$ cat src/serial_mono_lcd_controller_assert.svh
// assertion macros for the serial mono lcd controller
// used by the top level, expects clk and rst in scope
`ifndef SERIAL_MONO_LCD_CONTROLLER_ASSERT_SVH
`define SERIAL_MONO_LCD_CONTROLLER_ASSERT_SVH

// same-cycle implication
`define SLCD_ASSERT_IMPL(name, pre, post, msg) \
  name: assert property (@(posedge clk) disable iff (rst) (pre) |-> (post)) else $error(msg);

// next-cycle implication
`define SLCD_ASSERT_NEXT(name, pre, post, msg) \
  name: assert property (@(posedge clk) disable iff (rst) (pre) |=> (post)) else $error(msg);

`endif

$ cat src/slcd_pkg.sv
// shared types and constants for the serial mono lcd controller
// no dependencies
`timescale 1ns / 1ps

package slcd_pkg;

  localparam int COL_W  = 7;
  localparam int ROW_W  = 6;
  localparam int BANK_W = 3;

  localparam logic OP_PIN  = 1'b0;
  localparam logic OP_READ = 1'b1;

  // command byte decode
  localparam logic [7:0] CMD_FSET_MASK = 8'hF8;
  localparam logic [7:0] CMD_FSET      = 8'h20;
  localparam logic [7:0] CMD_DCTL_MASK = 8'hFA;
  localparam logic [7:0] CMD_DCTL      = 8'h08;
  localparam logic [7:0] CMD_SETY_MASK = 8'hF8;
  localparam logic [7:0] CMD_SETY      = 8'h40;

  typedef struct packed {
    logic e;
    logic d;
    logic pd;
    logic v;
    logic h;
  } mode_t;

  localparam mode_t MODE_RESET = '{e: 1'b0, d: 1'b0, pd: 1'b1, v: 1'b0, h: 1'b0};

  typedef struct packed {
    logic reset_n;
    logic chip_select_n;
    logic serial_clock;
    logic data_not_command;
    logic serial_data;
  } pin_t;

  typedef struct packed {
    logic              en;
    logic [COL_W-1:0]  col;
    logic [BANK_W-1:0] bank;
    logic [7:0]        data;
  } ram_write_t;

endpackage

$ cat src/slcd_in_if.sv
// input channel: pin samples and pixel reads
// depends on slcd_pkg
`timescale 1ns / 1ps

interface slcd_in_if import slcd_pkg::*; ();
  logic             valid;
  logic             ready;
  logic             op;
  logic             reset_n;
  logic             chip_select_n;
  logic             serial_clock;
  logic             data_not_command;
  logic             serial_data;
  logic [COL_W-1:0] pixel_column;
  logic [ROW_W-1:0] pixel_row;

  modport source (
    output valid, op, reset_n, chip_select_n, serial_clock, data_not_command,
           serial_data, pixel_column, pixel_row,
    input  ready
  );
  modport sink (
    input  valid, op, reset_n, chip_select_n, serial_clock, data_not_command,
           serial_data, pixel_column, pixel_row,
    output ready
  );
endinterface

$ cat src/slcd_out_if.sv
// output channel: one pixel beat per read
// depends on slcd_pkg
`timescale 1ns / 1ps

interface slcd_out_if import slcd_pkg::*; ();
  logic       valid;
  logic       ready;
  logic       pixel_on;
  logic       power_down;
  logic [1:0] display_mode;
  logic       vertical_addressing;

  modport source (
    output valid, pixel_on, power_down, display_mode, vertical_addressing,
    input  ready
  );
  modport sink (
    input  valid, pixel_on, power_down, display_mode, vertical_addressing,
    output ready
  );
endinterface

$ cat src/serial_mono_lcd_controller.sv
// Serial monochrome LCD controller. One beat on req is either a pin sample
// (op 0) that drives the serial shifter, command decoder and display ram
// writes, or a pixel read (op 1) that returns one beat on rsp with the shown
// pixel and the current mode flags. An item can be taken every cycle while
// the ram is not being cleared and rsp is not stalled. A read passes the
// input register, the registered read of the display ram (one write port,
// one registered read port) and the output register. After rst the ram
// is swept to zero one byte per cycle, all COLUMNS*BANKS bytes (504 by
// default), and req is held not ready until the sweep ends. The reset pin
// (reset_n low) resets pointers, shifter and flags but leaves the ram alone.
// depends on slcd_pkg, slcd_in_if, slcd_out_if, slcd_ram, slcd_ctrl
`timescale 1ns / 1ps

`include "serial_mono_lcd_controller_assert.svh"

module serial_mono_lcd_controller import slcd_pkg::*; #(
  parameter int COLUMNS = 84,
  parameter int BANKS   = 6
) (
  input logic       clk,
  input logic       rst,
  slcd_in_if.sink   req,
  slcd_out_if.source rsp
);

  localparam int DEPTH = COLUMNS * BANKS;
  localparam int AW    = (DEPTH > 1) ? $clog2(DEPTH) : 1;
  localparam logic [AW-1:0]    LAST_ADDR = AW'(DEPTH - 1);
  localparam logic [COL_W:0]   COLS_LIM  = (COL_W + 1)'(COLUMNS);
  localparam logic [ROW_W:0]   ROWS_LIM  = (ROW_W + 1)'(8 * BANKS);

  // ram clearing sweep after reset
  logic          clearing;
  logic [AW-1:0] clr_addr;

  // input register stage
  logic             a_valid;
  logic             a_op;
  pin_t             a_pins;
  logic [COL_W-1:0] a_col;
  logic [ROW_W-1:0] a_row;

  // ram read stage
  logic       b_valid;
  logic       b_in_range;
  logic [2:0] b_bit;
  mode_t      b_mode;

  // output register
  logic       o_valid;
  logic       o_pixel;
  logic       o_pd;
  logic [1:0] o_mode;
  logic       o_v;

  logic       o_free, b_free, b_adv, a_leave, a_read_go, a_pin_go, accept;
  mode_t      mode;
  ram_write_t ctrl_wr;

  logic          ram_we;
  logic [AW-1:0] ram_waddr;
  logic [7:0]    ram_wdata;
  logic [AW-1:0] ram_raddr;
  logic [7:0]    ram_q;
  logic          ram_bit;
  logic          pixel;

  // handshake chain: a stalled output only stalls reads, pin samples drain
  assign o_free    = !o_valid || rsp.ready;
  assign b_free    = !b_valid || o_free;
  assign b_adv     = b_valid && o_free;
  assign a_pin_go  = a_valid && (a_op == OP_PIN);
  assign a_read_go = a_valid && (a_op == OP_READ) && b_free;
  assign a_leave   = a_pin_go || a_read_go;
  assign req.ready = !clearing && (!a_valid || a_leave);
  assign accept    = req.valid && req.ready;

  always_ff @(posedge clk) begin
    if (rst) begin
      clearing <= 1'b1;
      clr_addr <= '0;
    end else if (clearing) begin
      clr_addr <= clr_addr + 1'b1;
      if (clr_addr == LAST_ADDR) begin
        clearing <= 1'b0;
      end
    end
  end

  always_ff @(posedge clk) begin
    if (rst) begin
      a_valid <= 1'b0;
    end else if (accept) begin
      a_valid <= 1'b1;
    end else if (a_leave) begin
      a_valid <= 1'b0;
    end
  end

  always_ff @(posedge clk) begin
    if (accept) begin
      a_op                    <= req.op;
      a_pins.reset_n          <= req.reset_n;
      a_pins.chip_select_n    <= req.chip_select_n;
      a_pins.serial_clock     <= req.serial_clock;
      a_pins.data_not_command <= req.data_not_command;
      a_pins.serial_data      <= req.serial_data;
      a_col                   <= req.pixel_column;
      a_row                   <= req.pixel_row;
    end
  end

  slcd_ctrl #(
    .COLUMNS(COLUMNS),
    .BANKS  (BANKS)
  ) u_ctrl (
    .clk (clk),
    .rst (rst),
    .en  (a_pin_go),
    .pins(a_pins),
    .mode(mode),
    .wr  (ctrl_wr)
  );

  // bank-major byte address: bank * COLUMNS + column
  assign ram_we    = clearing || ctrl_wr.en;
  assign ram_waddr = clearing ? clr_addr
                              : AW'(32'(ctrl_wr.bank) * 32'(COLUMNS) + 32'(ctrl_wr.col));
  assign ram_wdata = clearing ? 8'h00 : ctrl_wr.data;
  assign ram_raddr = AW'(32'(a_row[ROW_W-1:3]) * 32'(COLUMNS) + 32'(a_col));

  slcd_ram #(
    .DEPTH(DEPTH),
    .AW   (AW)
  ) u_ram (
    .clk  (clk),
    .we   (ram_we),
    .waddr(ram_waddr),
    .wdata(ram_wdata),
    .re   (a_read_go),
    .raddr(ram_raddr),
    .rdata(ram_q)
  );

  // flags are captured as the read leaves the input register, after every
  // earlier pin sample has taken effect
  always_ff @(posedge clk) begin
    if (rst) begin
      b_valid <= 1'b0;
    end else if (a_read_go) begin
      b_valid <= 1'b1;
    end else if (b_adv) begin
      b_valid <= 1'b0;
    end
  end

  always_ff @(posedge clk) begin
    if (a_read_go) begin
      b_in_range <= ({1'b0, a_col} < COLS_LIM) && ({1'b0, a_row} < ROWS_LIM);
      b_bit      <= a_row[2:0];
      b_mode     <= mode;
    end
  end

  // display rules: power down dark-off, then blank / all on / normal / inverse
  assign ram_bit = b_in_range && ram_q[b_bit];
  always_comb begin
    if (b_mode.pd) begin
      pixel = 1'b0;
    end else if (!b_mode.d) begin
      pixel = b_mode.e;
    end else begin
      pixel = ram_bit ^ b_mode.e;
    end
  end

  always_ff @(posedge clk) begin
    if (rst) begin
      o_valid <= 1'b0;
    end else if (b_adv) begin
      o_valid <= 1'b1;
    end else if (rsp.ready) begin
      o_valid <= 1'b0;
    end
  end

  always_ff @(posedge clk) begin
    if (b_adv) begin
      o_pixel <= pixel;
      o_pd    <= b_mode.pd;
      o_mode  <= {b_mode.d, b_mode.e};
      o_v     <= b_mode.v;
    end
  end

  assign rsp.valid               = o_valid;
  assign rsp.pixel_on            = o_pixel;
  assign rsp.power_down          = o_pd;
  assign rsp.display_mode        = o_mode;
  assign rsp.vertical_addressing = o_v;

  // pipeline stays empty for the whole sweep
  `SLCD_ASSERT_IMPL(a_clear_empty, clearing, !a_valid && !b_valid && !o_valid, "busy while clearing")
  // a pending read keeps its ram data while the output is stalled
  `SLCD_ASSERT_NEXT(a_b_hold, b_valid && !o_free, b_valid && $stable(ram_q), "ram data lost")
  // ram write and read never share a cycle
  `SLCD_ASSERT_IMPL(a_port_excl, ram_we, !a_read_go, "ram write with read")
  // the write pointer stays inside the panel
  `SLCD_ASSERT_IMPL(a_col_range, ctrl_wr.en, {1'b0, ctrl_wr.col} < COLS_LIM, "column out of range")

endmodule

$ cat src/slcd_ram.sv
// display ram, one write port and one registered read port
// depends on nothing
`timescale 1ns / 1ps

module slcd_ram #(
  parameter int DEPTH = 504,
  parameter int AW    = 9
) (
  input  logic          clk,
  input  logic          we,
  input  logic [AW-1:0] waddr,
  input  logic [7:0]    wdata,
  input  logic          re,
  input  logic [AW-1:0] raddr,
  output logic [7:0]    rdata
);

  logic [7:0] mem [DEPTH];

  always_ff @(posedge clk) begin
    if (we) begin
      mem[waddr] <= wdata;
    end
  end

  always_ff @(posedge clk) begin
    if (re) begin
      rdata <= mem[raddr];
    end
  end

endmodule

$ cat src/slcd_ctrl.sv
// serial shifter, command decoder, address pointers and mode flags
// depends on slcd_pkg
`timescale 1ns / 1ps

module slcd_ctrl import slcd_pkg::*; #(
  parameter int COLUMNS = 84,
  parameter int BANKS   = 6
) (
  input  logic       clk,
  input  logic       rst,
  input  logic       en,
  input  pin_t       pins,
  output mode_t      mode,
  output ram_write_t wr
);

  localparam logic [COL_W:0]  COLS_LIM  = (COL_W + 1)'(COLUMNS);
  localparam logic [BANK_W:0] BANKS_LIM = (BANK_W + 1)'(BANKS);

  logic [7:0]        shift_byte, shift_byte_next;
  logic [2:0]        bit_count, bit_count_next;
  logic              last_clock_high, last_clock_high_next;
  logic [COL_W-1:0]  column_pointer, column_pointer_next;
  logic [BANK_W-1:0] bank_pointer, bank_pointer_next;
  mode_t             mode_flags, mode_flags_next;

  logic [7:0]        byte_in;
  logic [COL_W:0]    col_inc;
  logic [BANK_W:0]   bank_inc;

  assign byte_in  = {shift_byte[7:1], pins.serial_data};
  assign col_inc  = {1'b0, column_pointer} + 1'b1;
  assign bank_inc = {1'b0, bank_pointer} + 1'b1;

  always_comb begin
    shift_byte_next      = shift_byte;
    bit_count_next       = bit_count;
    last_clock_high_next = last_clock_high;
    column_pointer_next  = column_pointer;
    bank_pointer_next    = bank_pointer;
    mode_flags_next      = mode_flags;
    wr.en                = 1'b0;
    wr.col               = column_pointer;
    wr.bank              = bank_pointer;
    wr.data              = byte_in;

    if (en) begin
      if (!pins.reset_n) begin
        shift_byte_next     = '0;
        bit_count_next      = '0;
        column_pointer_next = '0;
        bank_pointer_next   = '0;
        mode_flags_next     = MODE_RESET;
      end else if (pins.chip_select_n) begin
        shift_byte_next = '0;
        bit_count_next  = '0;
      end else if (!pins.serial_clock) begin
        last_clock_high_next = 1'b0;
      end else if (!last_clock_high) begin
        last_clock_high_next = 1'b1;
        if (bit_count == 3'd7) begin
          shift_byte_next = byte_in;
          bit_count_next  = '0;
          if (pins.data_not_command) begin
            wr.en = 1'b1;
            // pointer advance with wrap
            if (mode_flags.v) begin
              if (bank_inc >= BANKS_LIM) begin
                bank_pointer_next = '0;
                if (col_inc >= COLS_LIM) begin
                  column_pointer_next = '0;
                end else begin
                  column_pointer_next = col_inc[COL_W-1:0];
                end
              end else begin
                bank_pointer_next = bank_inc[BANK_W-1:0];
              end
            end else begin
              if (col_inc >= COLS_LIM) begin
                column_pointer_next = '0;
                if (bank_inc >= BANKS_LIM) begin
                  bank_pointer_next = '0;
                end else begin
                  bank_pointer_next = bank_inc[BANK_W-1:0];
                end
              end else begin
                column_pointer_next = col_inc[COL_W-1:0];
              end
            end
          end else begin
            // command decode; only function set is decoded while h is set
            if ((byte_in & CMD_FSET_MASK) == CMD_FSET) begin
              mode_flags_next.h  = byte_in[0];
              mode_flags_next.v  = byte_in[1];
              mode_flags_next.pd = byte_in[2];
            end else if (!mode_flags.h) begin
              if ((byte_in & CMD_DCTL_MASK) == CMD_DCTL) begin
                mode_flags_next.d = byte_in[2];
                mode_flags_next.e = byte_in[0];
              end else if ((byte_in & CMD_SETY_MASK) == CMD_SETY) begin
                if ({1'b0, byte_in[BANK_W-1:0]} < BANKS_LIM) begin
                  bank_pointer_next = byte_in[BANK_W-1:0];
                end
              end else if (byte_in[7]) begin
                if ({1'b0, byte_in[COL_W-1:0]} < COLS_LIM) begin
                  column_pointer_next = byte_in[COL_W-1:0];
                end
              end
            end
          end
        end else begin
          shift_byte_next = {byte_in[6:0], 1'b0};
          bit_count_next  = bit_count + 3'd1;
        end
      end
    end
  end

  always_ff @(posedge clk) begin
    if (rst) begin
      shift_byte      <= '0;
      bit_count       <= '0;
      last_clock_high <= 1'b0;
      column_pointer  <= '0;
      bank_pointer    <= '0;
      mode_flags      <= MODE_RESET;
    end else begin
      shift_byte      <= shift_byte_next;
      bit_count       <= bit_count_next;
      last_clock_high <= last_clock_high_next;
      column_pointer  <= column_pointer_next;
      bank_pointer    <= bank_pointer_next;
      mode_flags      <= mode_flags_next;
    end
  end

  assign mode = mode_flags;

endmodule
$ cat src/flat_wrapper.sv
// flat-port wrapper written by rule: the top's interface ports become plain ports
module serial_mono_lcd_controller_flat import slcd_pkg::*;
#(
  parameter int COLUMNS = 84,
  parameter int BANKS   = 6
)
  (clk, rst, req_valid, req_op, req_reset_n, req_chip_select_n, req_serial_clock, req_data_not_command, req_serial_data, req_pixel_column, req_pixel_row, req_ready, rsp_valid, rsp_pixel_on, rsp_power_down, rsp_display_mode, rsp_vertical_addressing, rsp_ready);
  slcd_in_if req_i ();
  slcd_out_if rsp_i ();
  input logic clk;
  input logic rst;
  input wire logic [$bits(req_i.valid)-1:0] req_valid;
  input wire logic [$bits(req_i.op)-1:0] req_op;
  input wire logic [$bits(req_i.reset_n)-1:0] req_reset_n;
  input wire logic [$bits(req_i.chip_select_n)-1:0] req_chip_select_n;
  input wire logic [$bits(req_i.serial_clock)-1:0] req_serial_clock;
  input wire logic [$bits(req_i.data_not_command)-1:0] req_data_not_command;
  input wire logic [$bits(req_i.serial_data)-1:0] req_serial_data;
  input wire logic [$bits(req_i.pixel_column)-1:0] req_pixel_column;
  input wire logic [$bits(req_i.pixel_row)-1:0] req_pixel_row;
  output wire logic [$bits(req_i.ready)-1:0] req_ready;
  output wire logic [$bits(rsp_i.valid)-1:0] rsp_valid;
  output wire logic [$bits(rsp_i.pixel_on)-1:0] rsp_pixel_on;
  output wire logic [$bits(rsp_i.power_down)-1:0] rsp_power_down;
  output wire logic [$bits(rsp_i.display_mode)-1:0] rsp_display_mode;
  output wire logic [$bits(rsp_i.vertical_addressing)-1:0] rsp_vertical_addressing;
  input wire logic [$bits(rsp_i.ready)-1:0] rsp_ready;
  assign req_i.valid = req_valid;
  assign req_i.op = req_op;
  assign req_i.reset_n = req_reset_n;
  assign req_i.chip_select_n = req_chip_select_n;
  assign req_i.serial_clock = req_serial_clock;
  assign req_i.data_not_command = req_data_not_command;
  assign req_i.serial_data = req_serial_data;
  assign req_i.pixel_column = req_pixel_column;
  assign req_i.pixel_row = req_pixel_row;
  assign req_ready = req_i.ready;
  assign rsp_valid = rsp_i.valid;
  assign rsp_pixel_on = rsp_i.pixel_on;
  assign rsp_power_down = rsp_i.power_down;
  assign rsp_display_mode = rsp_i.display_mode;
  assign rsp_vertical_addressing = rsp_i.vertical_addressing;
  assign rsp_i.ready = rsp_ready;
  serial_mono_lcd_controller #(.COLUMNS(COLUMNS), .BANKS(BANKS)) u_core (.clk(clk), .rst(rst), .req(req_i), .rsp(rsp_i));
endmodule
$ cat config.mk
export PLATFORM = sky130hd
export DESIGN_NAME = serial_mono_lcd_controller_flat
export DESIGN_NICKNAME = d
export VERILOG_FILES = /design/src/slcd_pkg.sv /design/src/slcd_in_if.sv /design/src/slcd_out_if.sv /design/src/serial_mono_lcd_controller.sv /design/src/slcd_ram.sv /design/src/slcd_ctrl.sv /design/src/flat_wrapper.sv
export VERILOG_INCLUDE_DIRS = /design/src /design/src/src
export SDC_FILE = /design/constraint.sdc
export NUM_CORES = 2
export LEC_CHECK = 0
export BUFFER_PORTS_ARGS = -buffer_cell sky130_fd_sc_hd__buf_4
export CAP_MARGIN = 10
export CORE_MARGIN = 5
export CORE_UTILIZATION = 57
export CTS_BUF_LIST = sky130_fd_sc_hd__clkbuf_16
export CTS_CLUSTER_DIAMETER = 150
export DETAILED_ROUTE_END_ITERATION = 6
export GPL_ROUTABILITY_DRIVEN = 0
export HOLD_SLACK_MARGIN = 0.06
export PLACE_DENSITY_LB_ADDON = 0.1
export SLEW_MARGIN = 40
export SYNTH_ARGS = -nofsm -noshare
export SYNTH_HDL_FRONTEND = slang
export SYNTH_SLANG_ARGS = --single-unit
$ cat constraint.sdc
create_clock -name clk -period 15.36 [get_ports clk]
set_input_delay 3.072 -clock clk [delete_from_list [all_inputs] [get_ports clk]]
set_output_delay 3.072 -clock clk [all_outputs]
set_load 0.02 [all_outputs]
==> results.sh <==
export IMPL_outcome="completed"
export IMPL_seq_area_frac_synth_pct=76.6
export IMPL_cts_max_level=5
export IMPL_yosys_area_top_type="edfxtp_1"
export IMPL_dpl_worst_slack_ns=8.17
export IMPL_synth_top_area_share_pct=76.1
export IMPL_cts_setup_buffers=0
export IMPL_p_leak_uw=0.0490
export IMPL_finalHoldViolations=0
export IMPL_die_area_um2=293000
export IMPL_maxCapViolations=0
export IMPL_syn_area_um2=161000
export IMPL_syn_inst=7848
export IMPL_fmax_mhz=139
export IMPL_fin_nets=8064
export IMPL_timing_final_ws_setup_ns=8.17
export IMPL_maxSlewHeadroom_pct=31.3
export IMPL_cts_buffers=407
export IMPL_ys_ff_latch=4111
export IMPL_synth_area_top_cells="edfxtp_1 76%, mux4_2 13%, mux2i_1 2.2%, nor2_1 1.4%, nand2_1 0.80%"
export IMPL_vias=81700
export IMPL_critPathArrivalTime_ns=4.11
export IMPL_drt_iter0_drc=10700
export IMPL_coreArea_um2=282000
export IMPL_finalPower_uw=22000
export IMPL_synth_warnings=0
export IMPL_rsz0062_at_grt="no"
export IMPL_drt_wl_total_um=424000
export IMPL_cts_tree="done"
export IMPL_synth_area_per_cell_um2=20.5
export IMPL_globalRouteOverflowTotal=0
export IMPL_clk_pin_slew_worst_paths_ns=0.06
export IMPL_cts_root_buf="clkbuf_16"
export IMPL_start_util_pct=57.1
export IMPL_powerDensity_nw_per_um2=123
export IMPL_clkSinkCount=4111
export IMPL_ant_nets=0
export IMPL_path_class="in2out"
export IMPL_drt_vias_per_instance=6.74
export IMPL_post_route_util_pct=63.7
export IMPL_io_pins=30
export IMPL_grt_max_degree=201
export IMPL_min_period_ns=7.19
export IMPL_worstMarginPinSlew_ns=1.02
export IMPL_areaGrowthSynthToFinish_pct=11.7
export IMPL_placed_cell_area_um2=165000
export IMPL_first_global_vias=81000
export IMPL_maxSlewViolCount=0
export IMPL_hold_path_class="reg2reg"
export IMPL_insertion_delay_ns=0.97
export IMPL_worstPathMaxFanout=4
export IMPL_drive_gt1_share_pct=24.1
export IMPL_port_buffers=29
export IMPL_fp_row_count=195
export IMPL_ys_types=77
export IMPL_die_w_um=541
export IMPL_critPathRequiredTime_ns=12.29
export IMPL_first_pass_iters=6
export IMPL_post_drt_wl_per_cell_um=35.0
export IMPL_grt_antenna_before_repair=18
export IMPL_dp_hpwl_um=253000
export IMPL_endpoint_kind="output pin"
export IMPL_post_cts_resized=0
export IMPL_ctsHoldBuffers=0
export IMPL_grt_usage_pct=28.8
export IMPL_min_period_over_period_pct=46.8
export IMPL_grt_pass1_wl_um=603000
export IMPL_hold_slack_ns=0.437
export IMPL_synthArstFlopShare_pct=0
export IMPL_drc_errors=0
export IMPL_synthFlopType="edfxtp_1"
export IMPL_synthesis_nets=7897
export IMPL_die_y_um=541
export IMPL_ir_drop_mv=0.146
export IMPL_fin_area_um2=179000
export IMPL_setup_violations=0
export IMPL_clock_path_buffers=4
export IMPL_start_kind="input pin"
export IMPL_synth_edf_count=4072
export IMPL_finClkSkew_ns=0.0525
[path summary, 6_finish.rpt]
check / startpoint / cells after the start / endpoint / slack, ns
worst max register to register: u_core.a_row[3] / 13 / u_core.u_ram.rdata[6] / 9.23
worst max-delay path: rsp_ready / 6 / req_ready / 8.17
worst min register to register: u_core.u_ctrl.mode[4] / 0 / u_core.b_mode[4] / 0.44
worst min-delay path: u_core.u_ctrl.mode[4] / 0 / u_core.b_mode[4] / 0.44
[cells by family after synthesis]
logic type	Yosys count	synth area share [%]
AO/OA/AOI/OAI	689	2.98
XOR/XNOR	22	0.125
adder cells (fa/ha/maj)	26	0.212
buffers and inverters	492	1.65
flip-flops	4111	76.6
multiplexers	1291	15.3
AND/OR/NAND/NOR	1217	3.16
[registers in the layout (all words and copies together), names as in the netlist, 2 cells and up]
signal,flops
u_core.clr_addr,9
u_core.rsp.display_mode,2
u_core.u_ram.rdata,8
u_core.a_row,6
u_core.a_col,7
u_core.u_ctrl.mode,5
u_core.u_ctrl.shift_byte,7
u_core.u_ctrl.bank_pointer,3
u_core.b_bit,3
u_core.a_pins,5
u_core.b_mode,4
u_core.u_ctrl.bit_count,3
u_core.u_ram.mem,4032
u_core.u_ctrl.column_pointer,7
[worst max-delay path, stage by stage]
cell and delay (ns):
buf_4 0.11, nor2b_1 0.35, nand2_1 0.15, nor2_1 0.16
nor2_1 0.08, buf_4 0.19
[synthesized netlist by cell type, drive strengths merged (10+ instances only)]
cell type  instances
nand4             36
nor2b             19
a32oi             14
a2111oi           16
inv               15
a21oi            149
buf              263
mux4             934
o22ai             98
a31oi             40
a22oi             26
edfxtp          4072
nand2            342
o211ai            11
nand3             88
a21o              11
nor4              12
o31ai             20
mux2i            347
nor3              40
nor2             620
and2              15
mux2              10
a311oi            13
o221ai           109
nand2b            12
ha                24
dfxtp             39
o21ai             68
o32ai             11
clkbuf           214
a211oi            22
and3              10
xor2              14
[layer usage]
layer  global-route usage [%]  up-vias  part of all wire, %
li1                         -    32900                    -
met1                     42.4    43500                   39
met2                     44.1     4513                   47
met3                     5.91      723                   10
met4                     9.65        0                  3.8
met5                        0        -                    0
[layout make-up]
class | count | area (um^2)
inverters | 15 | 61.3
multi-input cells | 3245 | 36000
well taps | 3743 | 4680
clock inverters | 338 | 2940
diodes | 11 | 27.5
fillers | 19000 | 102000
clock buffers | 410 | 10300
repair buffers | 235 | 2500
flip-flops and latches | 4111 | 123000
[stage by stage]
step,cells,TNS (ns)
floorplan,7848,-1120.98
global placement,11300,0
detailed placement,11300,0
CTS,12100,0
global route,12100,0
finish,12100,0
[where the power goes]
group | switching, uW | internal, uW | total [uW]
combinational | 62.6 | 13.0 | 75.6
clock | 4260 | 5560 | 9810
sequential | 2.96 | 12100 | 12100
[layout by cell type (no fill, tap or decap), types with 12 or more instances in the layout]
cell type / instances
clkinvlp_4: 13
nand2_4: 17
a311oi_1: 13
o221ai_1: 109
nor2_2: 166
buf_6: 39
and2_1: 12
a21oi_1: 144
edfxtp_1: 4072
a22oi_1: 26
buf_16: 18
nor2b_1: 12
bufinv_16: 41
a2111oi_0: 13
o21ai_0: 63
inv_1: 99
a32oi_1: 14
clkinv_1: 82
mux4_2: 934
nand2_1: 316
ha_1: 23
nand3_1: 88
a211oi_1: 22
buf_12: 17
o31ai_1: 18
o22ai_1: 98
mux2i_1: 346
dfxtp_1: 38
clkbuf_16: 410
nor3_1: 39
clkinv_2: 89
buf_4: 159
nor2_1: 444
a31oi_1: 40
nand4_1: 36
No activity file was read; power rests on OpenSTA's default activity.
